**config.mk**
```make
export PLATFORM = sky130hd
export DESIGN_NAME = ptc_div
export DESIGN_NICKNAME = d
export VERILOG_FILES = /design/src/rtl/ptc_pkg.sv /design/src/rtl/ptc_div.sv
export SDC_FILE = /design/constraint.sdc
export NUM_CORES = 2
export LEC_CHECK = 0
export ABC_AREA = 1
export BUFFER_PORTS_ARGS = -buffer_cell sky130_fd_sc_hd__buf_2
export CORE_UTILIZATION = 40
export DETAILED_ROUTE_END_ITERATION = 10
export HOLD_SLACK_MARGIN = 0.02
export SYNTH_ARGS = -nofsm -noshare
export SYNTH_HDL_FRONTEND = slang
export SYNTH_SLANG_ARGS = --single-unit
```
**constraint.sdc**
```tcl
create_clock -name clk -period 3.58 [get_ports clk]
set_input_delay 0.179 -clock clk [delete_from_list [all_inputs] [get_ports clk]]
set_output_delay 0.179 -clock clk [all_outputs]
set_load 0.02 [all_outputs]
```
**src/rtl/ptc_pkg.sv**
```systemverilog
// Shared types and constants for the pressure and temperature compensation block.
package ptc_pkg;

	// Register indexes on the configuration port
	localparam logic [2:0] REG_AC1_AC2 = 3'd0;
	localparam logic [2:0] REG_AC3_AC4 = 3'd1;
	localparam logic [2:0] REG_AC5_AC6 = 3'd2;
	localparam logic [2:0] REG_B1_B2   = 3'd3;
	localparam logic [2:0] REG_MC_MD   = 3'd4;
	localparam logic [2:0] REG_OSS     = 3'd5;

	localparam int ADDR_W = 5;

	// Fixed constants of the compensation formulas
	localparam int B5_OFFSET = 4000;
	localparam int B4_BIAS   = 32768;
	localparam int OSS_SCALE = 50000;
	localparam int P_C1      = 3038;
	localparam int P_C2      = -7357;
	localparam int P_C3      = 3791;
	localparam int T_MAX     = 32767;
	localparam int T_MIN     = -32768;
	localparam int P_MAX     = 262143;

	// Unpacked calibration set
	typedef struct packed {
		logic signed [15:0] ac1;
		logic signed [15:0] ac2;
		logic signed [15:0] ac3;
		logic [15:0]        ac4;
		logic [15:0]        ac5;
		logic [15:0]        ac6;
		logic signed [15:0] b1;
		logic signed [15:0] b2;
		logic signed [15:0] mc;
		logic signed [15:0] md;
		logic [1:0]         oss;
	} coef_t;

endpackage

```
**src/rtl/ptc_div.sv**
```systemverilog
// Pipelined restoring unsigned divider, one quotient bit per stage.
module ptc_div #(
	parameter int NW = 32,
	parameter int DW = 17,
	parameter int SW = 1
) (
	input  logic          clk,
	input  logic          arst_n,
	input  logic          en,
	input  logic          in_valid,
	input  logic [NW-1:0] num,
	input  logic [DW-1:0] den,
	input  logic [SW-1:0] side_in,
	output logic          out_valid,
	output logic [NW-1:0] quo,
	output logic [SW-1:0] side_out
);
	import ptc_pkg::*;

	logic          v_r    [0:NW];
	logic [NW-1:0] n_r    [0:NW];
	logic [NW-1:0] q_r    [0:NW];
	logic [DW-1:0] rem_r  [0:NW];
	logic [DW-1:0] d_r    [0:NW];
	logic [SW-1:0] side_r [0:NW];

	assign v_r[0]    = in_valid;
	assign n_r[0]    = num;
	assign q_r[0]    = '0;
	assign rem_r[0]  = '0;
	assign d_r[0]    = den;
	assign side_r[0] = side_in;

	for (genvar k = 0; k < NW; k++) begin : g_stage
		logic [DW:0]   trial, diff;
		logic          ge;
		logic [DW-1:0] nrem;

		// Shift in the next dividend bit and try a subtract
		assign trial = {rem_r[k], n_r[k][NW-1]};
		assign diff  = trial - {1'b0, d_r[k]};
		assign ge    = trial >= {1'b0, d_r[k]};
		assign nrem  = ge ? diff[DW-1:0] : trial[DW-1:0];

		always_ff @(posedge clk or negedge arst_n) begin
			if (!arst_n) begin
				v_r[k+1] <= 1'b0;
			end else if (en) begin
				v_r[k+1] <= v_r[k];
			end
		end

		always_ff @(posedge clk) begin
			if (en) begin
				n_r[k+1]    <= n_r[k] << 1;
				q_r[k+1]    <= {q_r[k][NW-2:0], ge};
				rem_r[k+1]  <= nrem;
				d_r[k+1]    <= d_r[k];
				side_r[k+1] <= side_r[k];
			end
		end
	end

	assign out_valid = v_r[NW];
	assign quo       = q_r[NW];
	assign side_out  = side_r[NW];

endmodule

```
==> impl_metrics.prom <==
# TYPE chip_impl_metric gauge
chip_impl_metric{name="hpwlAfterDp",unit="mm"} 178.9
chip_impl_metric{name="cts_htree_levels",unit=""} 4
chip_impl_info{name="cts_tree",value="built"} 1
chip_impl_metric{name="clk_path_buf_depth",unit=""} 4
chip_impl_info{name="final_cell_mix",value="3840 x sky130_fd_sc_hd__nand2_1, 2110 x sky130_fd_sc_hd__edfxtp_1, 2041 x sky130_fd_sc_hd__inv_1"} 1
chip_impl_info{name="worst_r2r_startpoint",value="d_r[408]"} 1
chip_impl_info{name="worstPathCellList",value="ha_1 > inv_1 > fa_1 > nand2_1 > nand2_1 > nand3b_1 > nand2_2 > nand2_1 > nand2_2 > nand2_4 > nand2_4 > nand2_1 > nand2_1"} 1
chip_impl_metric{name="nNetsFinal",unit=""} 12078
chip_impl_metric{name="worst-path-max-fanout",unit=""} 18
chip_impl_metric{name="initial_antenna_violation_count",unit=""} 3
chip_impl_metric{name="worst_r2r_path_depth",unit=""} 13
chip_impl_metric{name="filler_cell_count",unit=""} 25415
chip_impl_metric{name="peakVddDrop",unit="µV"} 449.0
chip_impl_info{name="hold_class",value="input port to register"} 1
chip_impl_metric{name="cts_setup_buffers",unit=""} 0
chip_impl_metric{name="core_box_area",unit="mm²"} 0.2691
chip_impl_metric{name="globalplace.congestion",unit=""} 0.9017
chip_impl_metric{name="fmax",unit="GHz"} 0.3801
chip_impl_metric{name="post_cts_resized",unit=""} 0
chip_impl_metric{name="maximum_number_of_pins_on_one_net_before_global_route_repair",unit=""} 153
chip_impl_metric{name="synthesis.yosys.warnings",unit=""} 0
chip_impl_metric{name="number_of_vias_per_cell",unit=""} 4.717
chip_impl_metric{name="ys_seq_elements",unit=""} 2142
chip_impl_info{name="worstSetupStartpoint",value="d_r[408]"} 1
chip_impl_metric{name="fin_setup_tns",unit="ns"} 0
chip_impl_metric{name="synth_edf_count",unit=""} 2110
chip_impl_metric{name="floorplan.rows",unit=""} 190
chip_impl_info{name="worst_path_most_repeated_cell",value="sky130_fd_sc_hd__nand2_1"} 1
chip_impl_info{name="setup.worst_path.start_class",value="register"} 1
chip_impl_metric{name="die_w",unit="µm"} 523.1
chip_impl_info{name="worst-setup-path-type",value="register to register"} 1
chip_impl_metric{name="timing_max_transition_violations_final",unit=""} 0
chip_impl_info{name="critPathCapture",value="g_stage[9].trial[12]"} 1
chip_impl_metric{name="cts_num_sinks",unit=""} 2142
chip_impl_metric{name="drt-initial-drc-count",unit=""} 5141
chip_impl_metric{name="remaining_antenna_violation_count",unit=""} 0
chip_impl_metric{name="post_drt_wl_per_cell",unit="µm"} 16.00
chip_impl_metric{name="floorplan.die_area",unit="mm²"} 0.2736
chip_impl_info{name="end_kind",value="register"} 1
chip_impl_metric{name="yosysUniqueCellTypes",unit=""} 45
chip_impl_metric{name="route.vias.total",unit=""} 71771
chip_impl_metric{name="cpPeakStageDelay",unit="ns"} 0.55
chip_impl_info{name="status",value="finished clean"} 1
chip_impl_metric{name="finalWorstPathRequiredPeriod",unit="ns"} 2.631
chip_impl_metric{name="grt_pass1_vias",unit=""} 70389
chip_impl_metric{name="layout-drive-gt1-share",unit="%"} 7.632
chip_impl_metric{name="post-route-drc-count",unit=""} 0
chip_impl_metric{name="max_cap_viol_count",unit=""} 0
chip_impl_metric{name="worst-r2r-setup-slack",unit="ns"} 0.95
chip_impl_metric{name="power-per-cell-area",unit="mW/mm²"} 813.9
chip_impl_info{name="synth_top_area_cell",value="sky130_fd_sc_hd__edfxtp_1"} 1
chip_impl_metric{name="clk_latency",unit="ns"} 0.89
chip_impl_metric{name="pin_count",unit=""} 88
chip_impl_metric{name="grt_usage",unit="%"} 17.70
chip_impl_info{name="synthFlopType",value="sky130_fd_sc_hd__edfxtp_1"} 1
chip_impl_metric{name="fin_worst_skew",unit="ns"} 0.04044
chip_impl_metric{name="number_of_standard_cells_in_the_final_layout_excluding_fillers",unit=""} 15216
chip_impl_metric{name="synthesis.area_per_instance",unit="µm²"} 9.753
chip_impl_metric{name="syn2layout_area_growth",unit="%"} 12.06
chip_impl_metric{name="fin_crit_sh",unit="%"} 73.49
chip_impl_metric{name="netlist_instances",unit=""} 11137
chip_impl_info{name="critical-path-slowest-cell",value="sky130_fd_sc_hd__edfxtp_1"} 1
chip_impl_metric{name="max_slew.worst_pin.slew",unit="ns"} 1.135
chip_impl_metric{name="detail_route.wirelength",unit="mm"} 243.5
chip_impl_metric{name="placed_cells",unit=""} 14688
chip_impl_metric{name="synth.yosys.seq_area_share",unit="%"} 59.07
chip_impl_metric{name="timing.critical_path.required",unit="ns"} 4.20
chip_impl_metric{name="async_flop_share",unit="%"} 1.494
chip_impl_metric{name="finalSetupViolCount",unit=""} 0
chip_impl_metric{name="initial_core_util",unit="%"} 40.36
chip_impl_metric{name="drt_pass1_iterations",unit=""} 6
chip_impl_metric{name="postSynthNetCount",unit=""} 11750
chip_impl_metric{name="die_h",unit="µm"} 523.1
chip_impl_metric{name="fin_total_pwr",unit="W"} 0.09906
chip_impl_info{name="worstReg2RegEnd",value="g_stage[9].trial[12]"} 1
chip_impl_metric{name="final_design_area_no_fill",unit="mm²"} 0.1217
chip_impl_metric{name="globalRoute.totalOverflow",unit=""} 0
chip_impl_metric{name="synth_top_area_share",unit="%"} 58.33
chip_impl_metric{name="slew-limit-headroom",unit="%"} 23.76
chip_impl_info{name="clk_root_buffer_cell",value="sky130_fd_sc_hd__clkbuf_16"} 1
chip_impl_metric{name="grt_first_pass_wirelength",unit="mm"} 384.6
chip_impl_metric{name="cts_inserted_buffers",unit=""} 234
chip_impl_metric{name="postLayoutCoreUtil",unit="%"} 45.23
chip_impl_info{name="synth_area_leaders",value="sky130_fd_sc_hd__edfxtp_1 58%, sky130_fd_sc_hd__nand2_1 13%, sky130_fd_sc_hd__inv_1 7.1%"} 1
chip_impl_metric{name="synth.cell_area",unit="mm²"} 0.1086
chip_impl_metric{name="leakagePower",unit="nW"} 57.21
chip_impl_info{name="rsz0062_at_grt",value="false"} 1
chip_impl_info{name="layout_commonest_cell",value="sky130_fd_sc_hd__nand2_1"} 1
chip_impl_metric{name="hold_violations",unit=""} 0
chip_impl_metric{name="place_area",unit="mm²"} 0.1130
chip_impl_metric{name="timing.critical_path.arrival",unit="ns"} 3.25
chip_impl_metric{name="worst_setup_hold_path_clk_slew",unit="ns"} 0.06
chip_impl_metric{name="port-buffer-count",unit=""} 87
==> per-stage QoR <==
stage / setup WS, ns / hold WS, ns
finish: 0.9489 / 0.1007
floorplan: 1.477 / -0.1166
CTS: 0.9090 / 0.02125
detailed placement: 0.9268 / 0.2665
global placement: 0.9597 / 0.2454
global route: 0.7211 / 0.05596
==> power by group <==
part	internal (W)	switching (W)	leakage [nW]
clock	0.0143	0.0101	3.73
combinational	0.0127	0.0248	32.4
sequential	0.0340	0.00318	21.1
total	0.0610	0.0381	57.2
==> per-layer routing <==
layer / up-vias / routed length (µm) / global-route usage (%) / part of all wire [%]
li1: 36495 / - / - / -
met1: 33386 / 110700 / 23.76 / 45
met2: 1448 / 114500 / 29.54 / 47
met3: 440 / 10220 / 2.154 / 4.2
met4: 2 / 8060 / 6.083 / 3.3
met5: - / 11 / 0 / 0.0045
==> cell usage after synthesis (8+ instances only) <==
cell type,instances
sky130_fd_sc_hd__edfxtp_1,2110
sky130_fd_sc_hd__nand3b_1,24
sky130_fd_sc_hd__xnor2_1,30
sky130_fd_sc_hd__ha_1,529
sky130_fd_sc_hd__and3_1,27
sky130_fd_sc_hd__inv_2,27
sky130_fd_sc_hd__nand3_1,870
sky130_fd_sc_hd__or2_1,29
sky130_fd_sc_hd__a21oi_1,283
sky130_fd_sc_hd__o21a_1,12
sky130_fd_sc_hd__nor2_2,40
sky130_fd_sc_hd__nand2_1,3840
sky130_fd_sc_hd__nor2_1,402
sky130_fd_sc_hd__buf_4,77
sky130_fd_sc_hd__nor2_4,29
sky130_fd_sc_hd__o21ai_2,12
sky130_fd_sc_hd__fa_1,30
sky130_fd_sc_hd__or2_0,8
sky130_fd_sc_hd__o21ai_0,19
sky130_fd_sc_hd__nand2_2,190
sky130_fd_sc_hd__buf_2,21
sky130_fd_sc_hd__nor3_1,37
sky130_fd_sc_hd__and2_1,42
sky130_fd_sc_hd__nand2_4,56
sky130_fd_sc_hd__xor2_1,181
sky130_fd_sc_hd__a21oi_2,8
sky130_fd_sc_hd__nor4_4,27
sky130_fd_sc_hd__dfrtp_1,32
sky130_fd_sc_hd__buf_6,21
sky130_fd_sc_hd__inv_1,2041
sky130_fd_sc_hd__nand4_1,50
==> state kept, by name, summed over array words and instances, names as in the netlist <==
name,cells
d_r,527
g_stage.trial,558
n_r,465
out_valid,1
q_r,496
quo,32
side_out,1
side_r,31
v_r,31
==> logic make-up after synthesis <==
| kind of cell | count (synthesis) | share of synthesized area [%] |
|---|---|---|
| AOI/OAI and AO/OA | 336 | 1.650 |
| DFF | 2142 | 59.07 |
| buffers and inverters | 2206 | 8.196 |
| and+or+nand+nor | 5683 | 22.74 |
| xor gates and xnor gates | 211 | 1.701 |
| adders and majority gates | 559 | 6.647 |
==> cell type report <==
type / count / area (µm²) / share of cell area (%)
timing repair buffer: 230 / 2004 / 1.647
antenna: 3 / 7.507 / 0.006168
clock inverter: 161 / 1744 / 1.433
tap: 3552 / 4444 / 3.651
multi-input combinational: 6789 / 35560 / 29.21
sequential: 2142 / 64160 / 52.71
clock buffer: 271 / 6037 / 4.960
inverter: 2068 / 7762 / 6.377
==> worst max-delay path, delay by kind of cell, from the launching register on <==
family        cells  cell delay (ns)
fa+ha+maj         2             0.60
buf+inv           1             0.06
flops             1             0.55
simple gates     10             1.16
==> repair_timing <==
action                                 4_1_cts  5_1_grt
hold buffers                                93        0
setup endpoints to repair                    0        0
endpoints found under the hold margin      341        0
==> worst min-delay path by stage <==
stage | startpoint | to | slack (ns) | cells past startpoint
after global placement | arst_n | v_r[31] | 0.25 | 1
final | den[8] | d_r[535] | 0.10 | 2
after floorplan | arst_n | out_valid | -0.12 | 0
after detailed placement | arst_n | out_valid | 0.27 | 1
after CTS | den[13] | d_r[540] | 0.02 | 2
after global routing | den[8] | d_r[535] | 0.06 | 2
(Power assumes the default switching activity.)
