**config.mk**
```make
export PLATFORM = sky130hd
export DESIGN_NAME = ptc_cfg
export DESIGN_NICKNAME = d
export VERILOG_FILES = /design/src/rtl/ptc_pkg.sv /design/src/rtl/ptc_cfg.sv
export SDC_FILE = /design/constraint.sdc
export NUM_CORES = 1
export LEC_CHECK = 0
export BUFFER_PORTS_ARGS = -buffer_cell sky130_fd_sc_hd__buf_4
export CAP_MARGIN = 20
export CORE_MARGIN = 10
export CORE_UTILIZATION = 47
export DETAILED_ROUTE_END_ITERATION = 7
export PLACE_DENSITY_LB_ADDON = 0.05
export SLEW_MARGIN = 20
export SYNTH_ARGS = -nofsm -noshare
export SYNTH_HDL_FRONTEND = slang
export SYNTH_SLANG_ARGS = --single-unit
```
**constraint.sdc**
```tcl
create_clock -name clk -period 1.2 [get_ports clk]
set_clock_uncertainty 0.2 [all_clocks]
set_input_delay 0.06 -clock clk [delete_from_list [all_inputs] [get_ports clk]]
set_output_delay 0.06 -clock clk [all_outputs]
set_load 0.01 [all_outputs]
```
**src/rtl/ptc_pkg.sv**
```systemverilog
// Shared types and constants for the pressure and temperature compensation block.
package ptc_pkg;

	// Register indexes on the configuration port
	localparam logic [2:0] REG_AC1_AC2 = 3'd0;
	localparam logic [2:0] REG_AC3_AC4 = 3'd1;
	localparam logic [2:0] REG_AC5_AC6 = 3'd2;
	localparam logic [2:0] REG_B1_B2   = 3'd3;
	localparam logic [2:0] REG_MC_MD   = 3'd4;
	localparam logic [2:0] REG_OSS     = 3'd5;

	localparam int ADDR_W = 5;

	// Fixed constants of the compensation formulas
	localparam int B5_OFFSET = 4000;
	localparam int B4_BIAS   = 32768;
	localparam int OSS_SCALE = 50000;
	localparam int P_C1      = 3038;
	localparam int P_C2      = -7357;
	localparam int P_C3      = 3791;
	localparam int T_MAX     = 32767;
	localparam int T_MIN     = -32768;
	localparam int P_MAX     = 262143;

	// Unpacked calibration set
	typedef struct packed {
		logic signed [15:0] ac1;
		logic signed [15:0] ac2;
		logic signed [15:0] ac3;
		logic [15:0]        ac4;
		logic [15:0]        ac5;
		logic [15:0]        ac6;
		logic signed [15:0] b1;
		logic signed [15:0] b2;
		logic signed [15:0] mc;
		logic signed [15:0] md;
		logic [1:0]         oss;
	} coef_t;

endpackage

```
**src/rtl/ptc_cfg.sv**
```systemverilog
// Configuration register file with an APB-style port.
module ptc_cfg (
	input  logic                      clk,
	input  logic                      arst_n,
	input  logic                      psel,
	input  logic                      penable,
	input  logic                      pwrite,
	input  logic [ptc_pkg::ADDR_W-1:0] paddr,
	input  logic [31:0]               pwdata,
	output logic [31:0]               prdata,
	output logic                      pready,
	output ptc_pkg::coef_t            coef
);
	import ptc_pkg::*;

	logic [31:0] ac12_q, ac34_q, ac56_q, b12_q, mcmd_q;
	logic [1:0]  oss_q;
	logic [2:0]  idx;
	logic        wr;

	assign pready = 1'b1;
	assign idx    = paddr[ADDR_W-1:2];
	assign wr     = psel && penable && pwrite;

	// Write the addressed register, drop writes beyond the list
	always_ff @(posedge clk or negedge arst_n) begin
		if (!arst_n) begin
			ac12_q <= '0;
			ac34_q <= '0;
			ac56_q <= '0;
			b12_q  <= '0;
			mcmd_q <= '0;
			oss_q  <= '0;
		end else if (wr) begin
			case (idx)
				REG_AC1_AC2: ac12_q <= pwdata;
				REG_AC3_AC4: ac34_q <= pwdata;
				REG_AC5_AC6: ac56_q <= pwdata;
				REG_B1_B2:   b12_q  <= pwdata;
				REG_MC_MD:   mcmd_q <= pwdata;
				REG_OSS:     oss_q  <= pwdata[1:0];
				default: ;
			endcase
		end
	end

	// Read back
	always_comb begin
		case (idx)
			REG_AC1_AC2: prdata = ac12_q;
			REG_AC3_AC4: prdata = ac34_q;
			REG_AC5_AC6: prdata = ac56_q;
			REG_B1_B2:   prdata = b12_q;
			REG_MC_MD:   prdata = mcmd_q;
			REG_OSS:     prdata = {30'd0, oss_q};
			default:     prdata = '0;
		endcase
	end

	// Unpack coefficients
	assign coef.ac1 = signed'(ac12_q[31:16]);
	assign coef.ac2 = signed'(ac12_q[15:0]);
	assign coef.ac3 = signed'(ac34_q[31:16]);
	assign coef.ac4 = ac34_q[15:0];
	assign coef.ac5 = ac56_q[31:16];
	assign coef.ac6 = ac56_q[15:0];
	assign coef.b1  = signed'(b12_q[31:16]);
	assign coef.b2  = signed'(b12_q[15:0]);
	assign coef.mc  = signed'(mcmd_q[31:16]);
	assign coef.md  = signed'(mcmd_q[15:0]);
	assign coef.oss = oss_q;

endmodule

```
==> results_dict.tcl, run 1 <==
set metrics [dict create \
    p_leak_nw 6.489 \
    synth_nets 589 \
    path_class "flop to output pin" \
    worstHoldPathType "primary input to async pin" \
    reg2reg_from "mcmd_q[16]" \
    cts_buffers 17 \
    regArea_sq_um 4054 \
    critPathCaptureType "output pin" \
    rr_endpoint "mcmd_q[16]" \
    final_area_sq_um 13490 \
    cts_sinks 162 \
    fill_cells 785 \
    synthArstFlopShare_pct 100.0 \
    postSynthCellCount 547 \
    via_count 6531 \
    syn2layout_area_growth_pct 76.96 \
    path_buf_inv 1 \
    dpl_cell_area_sq_um 10790 \
    drc 0 \
    grt_max_degree 39 \
    multiInputGateArea_sq_um 3702 \
    yosysWarnings 0 \
    crit_slowest_cell "dfrtp_1" \
    synth_cell_types 31 \
    finalHoldViolations 18 \
    r2r_slack_ps -80 \
    synth-seq-cells 162 \
    synth_edf_count 0 \
    yosysTopAreaCell "dfrtp_1" \
    synth_top_area_share_pct 53.17 \
    arrival_ps 1530 \
    grt_pass1_wl_mm 42.16 \
    antennaDiodeCount 0 \
    utilization_pct 84.94 \
    slowest_delay_ps 400 \
    cts.htree.levels 4 \
    cts_buffer_depth 2 \
    crit_start "b12_q[0]" \
    die_x_um 147.4 \
    firstDrtPassIters 5 \
    violations "negative hold slack, negative setup slack" \
    grtUsageMet3_pct 8.089 \
    numPortBuffers 233 \
    final_nets 1014 \
    antenna_found_initial 0 \
    reg2regPathDepth 4 \
    setup_violations 204 \
    cts-root-buf "clkbuf_16" \
    start_util_pct 48.00 \
    grt_use_total_pct 24.32 \
    max_freq_mhz 558.1 \
    start_kind "flop" \
    use_met1_pct 28.91 \
    synth-seq-area-share_pct 53.17 \
    path_cells "mux2_2, a21oi_2, o21ai_2, buf_4" \
    synth_area_sq_um 7625 \
    rows 46 \
    outcome "finished, violations left" \
    total_power_w 0.02194 \
    totalWireLength_mm 28.99 \
    coreArea_sq_um 15890 \
    cp.required_ps 940 \
    ys_top_cells_by_area "dfrtp_1 (53%), mux2_2 (21%), mux2_4 (5.9%)" \
    synth_area_per_cell_sq_um 13.94 \
    routedWlPerCell_um 24.16 \
    ctsHoldBuffers 33 \
    hpwl_mm 18.27 \
    pin_count 237 \
    vias_per_cell 5.443 \
    finalCriticalPeriod_ps 1792 \
    overflow 0 \
    worstSkewPairLatency_ps 430 \
    grt_use_met2_pct 40.89 \
    pre_cts_slack_ps -499.0 \
    synth_flop_cell "dfrtp_1" \
    drt_iter0_markers 435 \
    clkSlewWorstSetupHoldPaths_ps 70 \
    die_h_um 147.4 \
    p_per_area_nw_per_um2 1626 \
    first_global_vias 7206 \
    slew_viol_final 0 \
    rsz0062_at_grt "yes" \
    cts_tree "yes" \
    ant_nets 0 \
    ir_worst_vdd_mv 1.091 \
    crit_path_max_fanout 2 \
    maxCapViolations 0 \
    setup_ws_ps -591.8 \
    place_congestion 0.8447 \
    hold_slack_ps -108.5 \
    busiest_layer "met2" \
    period_share_pct 149.3 \
    die_area_sq_um 21720 \
    drive_above_1_share_pct 67.17 \
    crit_family "flip-flops" \
]
[worst register-to-register path, delay by kind of cell (launching register included)]
kind / cells / cell delay [ps]
DFF: 1 / 390
buffers and inverters: 3 / 330
muxes: 1 / 250
[cells in the mapped netlist (2+ instances only)]
cell,number
a211o_1,2
a21oi_1,17
a22oi_1,16
buf_1,2
buf_2,20
buf_4,8
buf_6,3
clkbuf_1,11
dfrtp_1,162
mux2_1,6
mux2_2,141
mux2_4,30
mux2i_1,32
nand2_1,2
nand4b_1,3
nor2_1,4
nor2b_1,5
nor3b_1,15
o21a_1,14
o21ai_0,15
o221ai_1,3
o22ai_1,14
o2bb2ai_1,13
or2_1,2
[kinds of logic (layout without fill, tap and decap cells)]
logic type / count (synthesis) / in the layout / share of synthesized area [%]
buffers and inverters: 44 / 481 / 3.184
AO/OA/AOI/OAI: 95 / 95 / 8.385
flip-flops: 162 / 162 / 53.17
other: 1 / 1 / 0.04918
AND/OR/NAND/NOR: 36 / 36 / 3.397
multiplexers: 209 / 209 / 31.82
[flip-flops by register name (all words and copies together) (netlist names)]
register and count:
ac12_q 32, ac34_q 32, ac56_q 32, b12_q 32
mcmd_q 32, oss_q 2
[power by group]
| group | leakage (nW) | total (W) | switching, W | internal, W |
|---|---|---|---|---|
| clock | 0.306 | 0.00589 | 0.00230 | 0.00360 |
| sequential | 2.07 | 0.00752 | 0.000987 | 0.00654 |
| combinational | 4.11 | 0.00852 | 0.00312 | 0.00541 |
[stage by stage]
step	TNS, ps	std cells
floorplan	-33230	547
global placement	-69740	1083
detailed placement	-73730	1083
CTS	-30240	1160
global route	-37710	1200
finish	-30830	1200
[timing repair]
item | in CTS | in global routing
gates cloned | 0 | 2
setup buffers | 33 | 63
pin swaps | 42 | 5
resized for setup | 228 | 139
endpoints found under the setup margin | 194 | 205
endpoints found under the hold margin | 324 | 18
[how the worst max path moves through the flow]
| stage | to | slack (ps) | cells past startpoint |
|---|---|---|---|
| after floorplan | ac12_q[0] | -300 | 6 |
| after global placement | prdata[23] | -410 | 7 |
| after detailed placement | prdata[22] | -500 | 7 |
| after CTS | prdata[17] | -550 | 4 |
| after global routing | prdata[0] | -630 | 4 |
| final | prdata[0] | -590 | 4 |
[cells in the final DEF (no fill, tap or decap), types with 8 or more instances in the layout]
master and count:
buf_6 293, dfrtp_1 162, buf_4 103, mux2_2 99
mux2_4 72, dlygate4sd3_1 33, mux2i_1 32, clkbuf_16 19
buf_12 19, o21a_1 14, a22oi_1 13, o2bb2ai_1 13
a21oi_2 12, nor3b_1 10, o22ai_1 9, o21ai_0 8
[area by class of cell]
type	count	area share, %
sequential	162	30.04
multi-input combinational	341	27.44
clock inverter	12	1.335
tap	216	2.003
clock buffer	19	3.357
timing repair buffer	450	35.82
[layer usage]
layer,up-vias,part of all wire [%]
li1,2888,-
met1,3376,39
met2,217,52
met3,50,6.7
met4,0,2.6
met5,-,0
(Power assumes the default switching activity.)
==> inputs of run 2 (changes only) <==
Settings changed: ABC_AREA from default to 1.
==> results_dict.tcl, run 2 <==
set metrics [dict create \
    max_freq_mhz 606.6 \
    coreArea_sq_um 15940 \
    hpwl_mm 19.74 \
    yosysWarnings 0 \
    die_h_um 147.9 \
    drc 0 \
    synth_top_area_share_pct 52.76 \
    crit_path_max_fanout 2 \
    drt_iter0_markers 589 \
    slew_viol_final 0 \
    worstSkewPairLatency_ps 430 \
    worstHoldPathType "primary input to async pin" \
    start_kind "flop" \
    violations "negative hold slack, negative setup slack" \
    synth-seq-area-share_pct 52.76 \
    synthArstFlopShare_pct 100.0 \
    final_common_cell "buf_6" \
    cts-root-buf "clkbuf_16" \
    p_per_area_nw_per_um2 1581 \
    layout_common_cells "buf_6 (298), nand2_1 (281), dfrtp_1 (162)" \
    antenna_found_initial 1 \
    synth_cell_types 18 \
    hold_slack_ps -108.9 \
    cp.required_ps 940 \
    yosysTopAreaCell "dfrtp_1" \
    synth_area_sq_um 7684 \
    outcome "finished, violations left" \
    place_congestion 0.8628 \
    vias_per_cell 5.381 \
    via_count 8819 \
    p_sw_share_pct 31.64 \
    ir_worst_vdd_mv 1.034 \
    pre_cts_slack_ps -246.1 \
    die_x_um 147.9 \
    cts_buffers 17 \
    synth_commonest_cells "nand2_1 (286), dfrtp_1 (162), o21ai_0 (156), inv_1 (115), nor2_1 (83)" \
    cts_sinks 162 \
    numPortBuffers 233 \
    ant_nets 0 \
    period_share_pct 137.4 \
    die_area_sq_um 21860 \
    grt_use_total_pct 27.30 \
    drive_above_1_share_pct 35.02 \
    fin_setup_tns_ps -24670 \
    seqPwrFrac_pct 36.0 \
    cts.htree.levels 4 \
    maxCapViolations 0 \
    finalCriticalPeriod_ps 1649 \
    combPwrFrac_pct 38.3 \
    finalHoldViolations 25 \
    dp.cells 1450 \
    fill_cells 983 \
    ys_top_cells_by_area "dfrtp_1 (53%), nand2_1 (14%), o21ai_0 (10%)" \
    first_global_vias 8629 \
    ctsHoldBuffers 33 \
    setup_ws_ps -448.6 \
    final_cells 1639 \
    switchingPower_w 0.006592 \
    grt_max_degree 35 \
    synth_nets 1044 \
    totalWireLength_mm 32.30 \
    synth_edf_count 0 \
    synth.most_common_cell "nand2_1" \
    cts_buffer_depth 2 \
    path_class "flop to output pin" \
    synth_flop_cell "dfrtp_1" \
    rows 46 \
    synth-seq-cells 162 \
    critPathCaptureType "output pin" \
    r2r_slack_ps 0 \
    setup_violations 192 \
    routedWlPerCell_um 19.71 \
    clkSlewWorstSetupHoldPaths_ps 70 \
    p_leak_nw 6.853 \
    start_util_pct 48.19 \
    synth_area_per_cell_sq_um 7.668 \
    arrival_ps 1390 \
    overflow 0 \
    cts_tree "yes" \
    pin_count 237 \
    cell_internal_pwr_w 0.01425 \
    syn2layout_area_growth_pct 71.54 \
    power_frac_clock_pct 25.7 \
    final_nets 1453 \
    firstDrtPassIters 5 \
    postSynthCellCount 1002 \
    rsz0062_at_grt "yes" \
    grt_pass1_wl_mm 47.55 \
]
[run 2: changes by cell type after synthesis, moves of 15 or more]
cell and delta:
inv_1 +115, o21ai_1 +22, clkbuf_1 +17, mux2_4 -30, mux2_2 -141, o21ai_0 +141
nand2_1 +284, mux2i_1 -32, a22oi_1 -16, nor2_1 +79, nor3b_1 -15, nand3_1 +49
nand4_1 +38
[run 2: layout make-up]
class | instances | area (sq um) | share of cell area (%)
clock inverters | 10 | 111.4 | 0.8449
clock buffers | 20 | 456.7 | 3.465
inverters | 118 | 442.9 | 3.361
repair buffers | 456 | 4875 | 36.99
diodes | 1 | 2.502 | 0.01899
multi-input cells | 656 | 2968 | 22.52
well taps | 216 | 270.3 | 2.051
flip-flops and latches | 162 | 4054 | 30.76
[run 2: cell families after synthesis]
family	synth area share, %
AOI/OAI and AO/OA	12.44
DFF	52.76
buffers and inverters	9.754
other	0.04881
and+or+nand+nor	25.00
[run 2: metal layers]
metal / part of all wire (%) / GRT usage (%) / wire, um
met3: 8.8 / 9.005 / 2832
met2: 50 / 45.51 / 16030
met5: 0 / 0 / 0
met4: 2.6 / 10.11 / 828
met1: 39 / 32.10 / 12610
[run 2: worst paths after layout]
kind,from,end,depth (start not counted)
max,b12_q[13],prdata[13],5
min,arst_n,ac34_q[0],2
max reg2reg,ac34_q[28],ac34_q[28],5
min reg2reg,ac56_q[14],ac56_q[14],2
max in group asynchronous,arst_n,b12_q[13],3
min in group clk,paddr[2],b12_q[6],5
[run 2: what timing repair did]
action	CTS	global route
setup endpoints to repair	194	195
pin swaps	90	53
buffers inserted	84	84
resized for setup	223	158
endpoints found under the hold margin	324	25
[run 2: power by group through the flow]
stage | logic [W] | clock network [W] | registers, W
2_1_floorplan | 0.00143 | 0 | 0.00784
3_3_place_gp | 0.00494 | 0 | 0.00742
3_5_place_dp | 0.00500 | 0 | 0.00745
4_1_cts | 0.00700 | 0.00539 | 0.00736
5_1_grt | 0.00855 | 0.00564 | 0.00760
6_report | 0.00797 | 0.00536 | 0.00751
[run 2: worst max-delay path, stage by stage, from the launching register on]
cell and delay [ps]:
dfrtp_1 400, nand4_1 110, nand2_1 90, nor2_1 150, nand2_1 90, buf_6 120
[run 2: stage by stage]
stage          cell area (sq um)  utilization [%]  total power (W)
6_report                   13180            82.67          0.02084
4_1_cts                    12510            78.47          0.01975
2_1_floorplan               7697                -         0.009267
5_1_grt                    13180            82.67          0.02178
3_3_place_gp               10170            63.78          0.01237
3_5_place_dp               10170            63.78          0.01245
==> inputs of run 3 (changes only) <==
Settings changed: ABC_AREA 1 to default, GPL_TIMING_DRIVEN from default to 0.
==> results_dict.tcl, run 3 (synthesis gave the netlist of run 1 again) <==
set metrics [dict create \
    die_h_um 147.4 \
    period_share_pct 150.1 \
    max_freq_mhz 555.1 \
    die_area_sq_um 21720 \
    grt_pass1_wl_mm 42.64 \
    reg2regPathDepth 4 \
    cts.htree.levels 4 \
    fill_cells 836 \
    firstDrtPassIters 5 \
    cts_buffer_depth 2 \
    cts_buffers 17 \
    violations "negative hold slack, negative setup slack" \
    worstHoldPathType "primary input to async pin" \
    syn2layout_area_growth_pct 72.14 \
    drive_above_1_share_pct 67.29 \
    total_power_w 0.02129 \
    hpwl_mm 18.52 \
    p_leak_nw 6.362 \
    slew_headroom_pct 59.56 \
    layout_common_cells "buf_6 (239), dfrtp_1 (162), buf_4 (128)" \
    place_congestion 0.8518 \
    rsz0062_at_grt "yes" \
    hold_slack_ps -625.0 \
    reg2reg_from "mcmd_q[30]" \
    cp.depth 4 \
    first_global_vias 6916 \
    rows 46 \
    overflow 0 \
    crit_start "ac12_q[26]" \
    antenna_found_initial 0 \
    drt_iter0_markers 401 \
    cts_sinks 162 \
    numPortBuffers 232 \
    finalCriticalPeriod_ps 1802 \
    ir_worst_vdd_mv 1.145 \
    path_cells "nor3b_1, a21oi_2, o22ai_2, buf_4" \
    cts-root-buf "clkbuf_16" \
    grt_use_total_pct 25.47 \
    totalWireLength_mm 30.75 \
    maxCapViolations 0 \
    antennaDiodeCount 0 \
    finalHoldViolations 162 \
    start_util_pct 48.00 \
    grt_max_degree 89 \
    crit_path_max_fanout 3 \
    pin_count 237 \
    via_count 6680 \
    crit_slowest_cell "dfrtp_1" \
    rr_endpoint "mcmd_q[30]" \
    setup_violations 253 \
    final_nets 995 \
    path_buf_inv 1 \
    critPathCaptureType "output pin" \
    worstSkewPairLatency_ps 430 \
    ant_nets 0 \
    worstSetupEndpoint "prdata[26]" \
    die_x_um 147.4 \
    routedWlPerCell_um 26.02 \
    crit_family "flip-flops" \
    setup_ws_ps -601.5 \
    ctsHoldBuffers 32 \
    vias_per_cell 5.651 \
    worst_slew_pin_slew_ps 606.6 \
    path_class "flop to output pin" \
    arrival_ps 1540 \
    p_per_area_nw_per_um2 1622 \
    coreArea_sq_um 15890 \
    cts_tree "yes" \
    start_kind "flop" \
    drc 0 \
    final_common_cell "buf_6" \
    slew_viol_final 0 \
    slowest_delay_ps 410 \
    r2r_slack_ps -140 \
    clkSlewWorstSetupHoldPaths_ps 70 \
    cp.required_ps 940 \
    outcome "finished, violations left" \
]
==> run 3: cell types whose count changed in the layout (fill, tap and decap cells not counted), sizes merged, moves of 32 or more <==
| cell | previous run | this run |
|---|---|---|
| mux2i | 0 | 32 |
| nand3 | 51 | 1 |
| nor2 | 86 | 4 |
| inv | 118 | 1 |
| mux2 | 0 | 177 |
| buf | 423 | 383 |
| o21ai | 178 | 15 |
| nand2 | 288 | 2 |
| nand4 | 39 | 1 |
==> run 3: area by class of cell <==
cell class | instances | area [sq um] | area share (%)
Sequential cell | 162 | 4054 | 30.89
Timing Repair Buffer | 388 | 3950 | 30.10
Multi-Input combinational cell | 341 | 3760 | 28.65
Buffer | 43 | 465.4 | 3.546
Clock buffer | 19 | 442.9 | 3.375
Tap cell | 216 | 270.3 | 2.059
Clock inverter | 13 | 182.7 | 1.392
==> run 3: stage by stage <==
| stage | setup TNS (ps) | area, sq um | cells | util, % | setup slack (ps) |
|---|---|---|---|---|---|
| after floorplan | -33230 | 7876 | 547 | - | -300.2 |
| after global placement | -242600 | 9888 | 995 | 62.25 | -972.6 |
| after detailed placement | -88410 | 9923 | 996 | 62.47 | -736.3 |
| after CTS | -27630 | 12090 | 1120 | 76.13 | -545.7 |
| after global routing | -37550 | 13130 | 1182 | 82.62 | -663.7 |
| final | -30690 | 13130 | 1182 | 82.62 | -601.5 |
==> run 3: timing repair <==
action                                 4_1_cts  5_1_grt
resized for setup                          207      144
endpoints found under the hold margin      324      115
setup endpoints to repair                  288      282
setup buffers                               58       74
pin swaps                                   34       23
gates cloned                                 2        4
==> run 3: report_power, final <==
part	internal (W)	switching [W]
combinational	0.00492	0.00299
clock	0.00354	0.00230
sequential	0.00653	0.00101
total	0.0150	0.00630
==> run 3: worst min path at each step <==
| stage | startpoint | end | slack (ps) | cells after the start |
|---|---|---|---|---|
| final | arst_n | ac12_q[25] | -630 | 1 |
| after global routing | arst_n | ac12_q[25] | -580 | 1 |
| after CTS | arst_n | ac12_q[25] | -580 | 1 |
| after detailed placement | arst_n | mcmd_q[25] | -130 | 1 |
| after global placement | pwdata[14] | ac56_q[14] | 120 | 2 |
| after floorplan | arst_n | ac12_q[0] | -440 | 0 |
==> run 3: metal layers <==
layer	track usage, %	vias up	wire length (um)
met1	30.30	3457	11770
met3	8.608	54	2613
met5	0	-	0
met2	43.08	316	15600
met4	6.938	0	770
li1	-	2853	-
